[src/chd_pkg.sv]
`default_nettype none
// ----------------------------------------------------------------------------
// chd_pkg: shared types and constants
// Status codes, controller states and the control/status bundles of the
// canonical Huffman decoder.
// ----------------------------------------------------------------------------
package chd_pkg;

    localparam int unsigned BYTE_W  = 8;
    localparam int unsigned LEN_W   = 6;
    localparam int unsigned CODE_W  = 32;
    localparam int unsigned CNT_W   = 32;
    localparam int unsigned STAT_W  = 3;
    localparam int unsigned POS_W   = 10;
    localparam int unsigned TOTAL_W = 9;
    localparam int unsigned HDR_LEN = 8;

    typedef enum logic [STAT_W-1:0] {
        ST_OK       = 3'd0,
        ST_TRUNC    = 3'd1,
        ST_COUNT    = 3'd2,
        ST_LENGTH   = 3'd3,
        ST_UNSORTED = 3'd4,
        ST_INVALID  = 3'd5
    } status_t;

    typedef enum logic [2:0] {
        S_IDLE,
        S_BYTE,
        S_SCAN,
        S_EMIT,
        S_FLUSH,
        S_STAT
    } state_t;

    typedef struct packed {
        logic load_byte;   // take input word into datapath
        logic do_byte;     // header or table byte step
        logic bit_start;   // shift next bit into partial code, begin scan
        logic scan_step;   // compare one table entry
        logic park;        // hold the matched symbol as the pending word
        logic emit_sym;    // pending symbol word leaves
        logic sym_end;     // pending symbol closes the results of its byte
        logic emit_stat;   // status word leaves, clear stream state
    } chd_cmd_t;

    typedef struct packed {
        logic in_data;     // current stream position is in the bitstream
        logic active;      // neither finished nor faulted
        logic scan_last;   // last table entry under compare
        logic hit;         // match at current entry
        logic bits_left;   // more bits remain in the held byte
        logic over;        // partial code longer than limit
        logic pend;        // a symbol word waits to leave
    } chd_stat_t;

endpackage : chd_pkg
`default_nettype wire

[src/chd_ctrl.sv]
`default_nettype none
// ----------------------------------------------------------------------------
// chd_ctrl: decoder controller
// Sequences header and table bytes, bit-by-bit table scans and output words.
// ----------------------------------------------------------------------------
module chd_ctrl (
    input  wire logic               clk,
    input  wire logic               rst_n,
    input  wire logic               in_fire,
    input  wire logic               last_reg_i,
    input  wire logic               out_free,
    input  wire chd_pkg::chd_stat_t stat,
    output chd_pkg::chd_cmd_t       cmd,
    output logic                    busy
);
    import chd_pkg::*;

    state_t state_reg, state_next;

    always_ff @(posedge clk or negedge rst_n)
    begin
        if (!rst_n)
        begin
            state_reg <= S_IDLE;
        end
        else
        begin
            state_reg <= state_next;
        end
    end

    always_comb
    begin
        state_next = state_reg;
        case (state_reg)
            S_IDLE:
            begin
                if (in_fire)
                begin
                    state_next = S_BYTE;
                end
            end
            S_BYTE:
            begin
                if (stat.active && stat.in_data)
                begin
                    state_next = S_SCAN;
                end
                else if (last_reg_i)
                begin
                    state_next = S_STAT;
                end
                else
                begin
                    state_next = S_IDLE;
                end
            end
            S_SCAN:
            begin
                if (stat.hit)
                begin
                    state_next = S_EMIT;
                end
                else if (stat.scan_last)
                begin
                    if (stat.bits_left && !stat.over)
                    begin
                        state_next = S_SCAN;
                    end
                    else
                    begin
                        state_next = S_FLUSH;
                    end
                end
            end
            S_EMIT:
            begin
                if (!stat.pend || out_free)
                begin
                    if (stat.bits_left && stat.active)
                    begin
                        state_next = S_SCAN;
                    end
                    else
                    begin
                        state_next = S_FLUSH;
                    end
                end
            end
            S_FLUSH:
            begin
                if (!stat.pend || out_free)
                begin
                    if (last_reg_i)
                    begin
                        state_next = S_STAT;
                    end
                    else
                    begin
                        state_next = S_IDLE;
                    end
                end
            end
            S_STAT:
            begin
                if (out_free)
                begin
                    state_next = S_IDLE;
                end
            end
            default:
            begin
                state_next = S_IDLE;
            end
        endcase
    end

    always_comb
    begin
        cmd  = '0;
        busy = (state_reg != S_IDLE);
        case (state_reg)
            S_IDLE:
            begin
                cmd.load_byte = in_fire;
            end
            S_BYTE:
            begin
                cmd.do_byte   = stat.active && !stat.in_data;
                cmd.bit_start = stat.active && stat.in_data;
            end
            S_SCAN:
            begin
                cmd.scan_step = 1'b1;
                cmd.bit_start = !stat.hit && stat.scan_last && stat.bits_left
                    && !stat.over;
            end
            S_EMIT:
            begin
                // older pending symbol leaves, the new match takes its place
                cmd.park      = !stat.pend || out_free;
                cmd.emit_sym  = stat.pend && out_free;
                cmd.bit_start = (!stat.pend || out_free) && stat.bits_left && stat.active;
            end
            S_FLUSH:
            begin
                cmd.emit_sym = stat.pend && out_free;
                cmd.sym_end  = 1'b1;
            end
            S_STAT:
            begin
                cmd.emit_stat = out_free;
            end
            default:
            begin
                cmd = '0;
            end
        endcase
    end

endmodule : chd_ctrl
`default_nettype wire

[config.mk]
export PLATFORM = sky130hd
export DESIGN_NAME = chd_ctrl
export DESIGN_NICKNAME = d
export VERILOG_FILES = /design/src/chd_pkg.sv /design/src/chd_ctrl.sv
export SDC_FILE = /design/constraint.sdc
export NUM_CORES = 1
export LEC_CHECK = 0
export BUFFER_PORTS_ARGS = -buffer_cell sky130_fd_sc_hd__buf_2
export CELL_PAD_IN_SITES_DETAIL_PLACEMENT = 0
export CELL_PAD_IN_SITES_GLOBAL_PLACEMENT = 2
export CORE_MARGIN = 8
export CORE_UTILIZATION = 20
export CTS_CLUSTER_SIZE = 12
export DETAILED_ROUTE_END_ITERATION = 8
export PLACE_DENSITY_LB_ADDON = 0.25
export RECOVER_POWER = 50
export SKIP_LAST_GASP = 1
export SLEW_MARGIN = 10
export SYNTH_ARGS = -nofsm -noshare
export SYNTH_HDL_FRONTEND = slang
export SYNTH_SLANG_ARGS = --single-unit
[constraint.sdc]
create_clock -name clk -period 1.17 [get_ports clk]
set_input_delay 0 -clock clk [delete_from_list [all_inputs] [get_ports clk]]
set_output_delay 0 -clock clk [all_outputs]
set_load 0.01 [all_outputs]
# Yosys cells after proc, flatten, opt, wreduce, memory -nomap -nowiden
# Index checks and enable logic that the tools add are counted.
# Widths: inputs -> output; s select.
# word_totals
ff_bits	3
# op_classes
n_eq_ne	10
muxes	19
n_reduce_logical	19
# op_table
op	count
$mux 3	10
$pmux 3 s6	1
$logic_and 1x1->1	10
$ne 2x2->1 const B	4
$mux 1	7
$eq 3x2->1 const B	2
$eq 3x3->1 const B	2
$reduce_and 5->1	1
$logic_not 1->1	4
$eq 3x1->1 const B	1
$logic_not 3->1	1
$ne 3x3->1 const B	1
$pmux 1 s3	1
$reduce_bool 3->1	1
$reduce_or 2->1	1
$logic_or 1x1->1	1

# Depth between registers and ports, before layout
# logic_depth
word_depth	6
depth_mapped	6
depth_no_buf	4

# Worst setup path before layout
# OpenSTA, ideal clock, no wires.
# synth_timing
kind	register -> register
from	register state_reg[0]
to	register state_reg[2]
t_arrival_ns	1.074
path_slack_ns	-0.034
stages_incl_launch_ff	5
n_path_buf	1
synth_period_minus_slack_ns	1.204
path_cell_list	dfrtp_1 > buf_2 > mux2_2 > a32oi_1 > o32ai_1
# synth_between
elab_chain_cells	3
# synth_rtl
element	line	text
from (decl)	chd_ctrl.sv:18	state_t state_reg, state_next;
from (signal assigned)	chd_ctrl.sv:28	state_reg <= state_next;
$eq 3x2->1, or another cell as far along	chd_ctrl.sv:35	case (state_reg)
$ne 3x3->1 (no line) / $ne 2x2->1 (equally long branches)	--	
$reduce_and 5->1 (no line)	--	
# Several ways; a longest one is shown, not always the timed one.
# A chain may end at the register's enable or synchronous reset.

==> run metrics <==
Top FF cell, synth dfrtp_1; WS Path Type register to output port; crit-path cells and2b_1 -> a22o_1 -> a22o_1 -> buf_2; IO Pins 21; Max Fclk 0.716 GHz; most used cell, CP a22o_1; Die Footprint 0.00387 sq mm; post-route setup slack -0.226 ns; max reg flops 3; Synth area leader dfrtp_1; fillcell total 214; setup tns final -1.43 ns; Max Fanout on Critical Path 5; Critical Path RT 1.17 ns; first-pass iteration count of the detailed router 3; worst hold path class input pin to async pin; initial core utilization 21.5%; Worst Tran Pin Value between 0.2 and 0.3 ns; Clock transition at path regs 0.04 ns; clk buf depth 2; Synth area leaders dfrtp_1 (18%), buf_6 (7.9%), nor2_1 (6.2%); mapped cell area ~430 sq um; Design Area, Final roughly 800 sq um; met2 GRT Util 13.5%; Inserted Clock Buffers 3; first-pass GRT wire length 2.60 mm; Setup Skew 0.00447 ns; Yosys cell types 30; CTS root buffer clkbuf_4; WL per Instance 12.7 microns; worst vdd ir approximately 730 uV; Hold Fails Final Rpt 0; Syn Inst Count 53; layout cell share with drive strength beyond 1 about 65%; grt met3 use 2.15%; slowest CP cell dfrtp_2; Post-synth EDFFs 0; Die Width 62.2 microns; CP Launch Type register; Post-synth top cells nor2_1 (7), nand2_1 (4), buf_6 (3), dfrtp_1 (3), o21ai_0 (3); detailed placer's ending HPWL around 1.1 mm; cell row count 16; CP Capture Type output port; total routed wirelength approximately 1.5 mm; post-synthesis sequential area ratio 17.6%; number of global-route vias before repair 618; Detail Route Antenna Nets 0; Synth top area share 17.6%; Final setup viols 12; GRT overflow 0; Final Cycle Share 119%; htree depth 1; area grow syn2layout 87.7%; status complete, but fails checks; largest net degree at the start of global routing 7; initial antenna violation count 0; max-slew violations 0; Die Y 62.2 microns; CP arrival about 1.4 ns; fin util 40.4%; CTS tree built; failing checks setup timing; fraction of registers with async set or reset after synthesis 100%; global routing met1 resource utilization 8.69%; P_leak 0.372 nW; via count roughly 560; max capacitance violation total 0; CP Buf/Inv Count 1; antenna cells 0; PD cells 2020 mW/mm^2; RSZ-0062 raised after global routing true; Placed Area 624 sq um; # clock sinks 3; crit path time final 1.40 ns; Core Area about 0.0020 sq mm; slowest stage delay, CP approximately 0.4 ns; initial DRC count 6; Synth Register Bits 3; most common cell in the synthesized netlist nor2_1; final net count 106; Rel. slew slack 81.0%; via/cell ratio 4.63; port bufs 20; GRT busiest layer met2; clock latency on the worst-skew pair 0.23 ns; Global Route Usage Sum 8.15%; Syn Nets 65; Largest delay share family, worst path flip-flops; # DRC 0; Post-Syn Area per Cell 8.05 sq um; Placer Congestion 0.689; warnings from Yosys 0
==> layout make-up <==
| cell class | instances | area [sq um] | area share, % |
|---|---|---|---|
| flip-flops and latches | 3 | 78.8 | 9.84 |
| inverters | 2 | 7.51 | 0.938 |
| well taps | 27 | 33.8 | 4.22 |
| multi-input cells | 44 | 372 | 46.4 |
| repair buffers | 40 | 283 | 35.3 |
| clock buffers | 4 | 26.3 | 3.28 |
==> cells by family after synthesis <==
kind of cell	after synthesis	share of synthesized area (%)
flops	3	17.6
mux	3	7.33
simple gates	27	39.3
compound gates	14	24.9
buf+inv	6	10.8
==> layout by cell type (no fill, tap or decap), types with 2 or more instances in the layout <==
master    synthesis  final
a22o_1            2      2
buf_2             1     17
buf_4             0     14
buf_6             3      7
clkbuf_1          0      2
clkbuf_4          0      3
dfrtp_2           0      3
inv_1             2      2
mux2i_1           2      2
nand2_1           4      3
nand3b_1          2      2
nor2_1            7      5
nor2b_1           2      2
o21ai_0           3      3
==> worst paths after layout <==
check | startpoint | end | slack [ns] | cells past startpoint
max in group asynchronous | rst_n | state_reg[2] | 0.88 | 2
setup reg to reg | state_reg[0] | state_reg[0] | -0.18 | 4
hold reg to reg | state_reg[0] | state_reg[0] | 0.76 | 3
setup / recovery | state_reg[2] | cmd[5] | -0.23 | 4
hold / removal | rst_n | state_reg[0] | 0.12 | 2
min in group clk | out_free | state_reg[2] | 0.12 | 3
==> metrics by stage <==
step                hold WS, ns  worst slack (ns)  power [W]  std cells
finish                    0.116            -0.226    0.00161        120
detailed placement       -0.205            -0.138    0.00109        108
global route              0.133            -0.281    0.00175        120
global placement         -0.202            -0.128    0.00109        108
CTS                      0.0995            -0.228    0.00153        119
floorplan                -0.296           -0.0130   0.000793         53
==> worst reg2reg max path: cells and delay by family (launching register included) <==
family,cells,cell delay [ns]
AO/OA/AOI/OAI,1,0.21
buffers and inverters,1,0.15
flip-flops,1,0.41
multiplexers,2,0.45
==> power by group <==
group | internal, W | switching, W | leakage, nW
sequential | 0.000154 | 0.0000675 | 0.0343
clock | 0.000128 | 0.0000549 | 0.0150
combinational | 0.000676 | 0.000534 | 0.323
total | 0.000957 | 0.000656 | 0.372
==> timing repair <==
item	in CTS	in global routing
buffers inserted	6	2
endpoints found under the setup margin	12	12
pin swaps	9	4
resized for setup	14	7
hold buffers	1	0
endpoints found under the hold margin	3	0
==> metal layers <==
| layer | vias to the layer above | part of all wire (%) |
|---|---|---|
| li1 | 278 | - |
| met1 | 254 | 46 |
| met2 | 18 | 47 |
| met3 | 6 | 2.8 |
| met4 | 0 | 3.9 |
| met5 | - | 0 |
(Power assumes the default switching activity.)
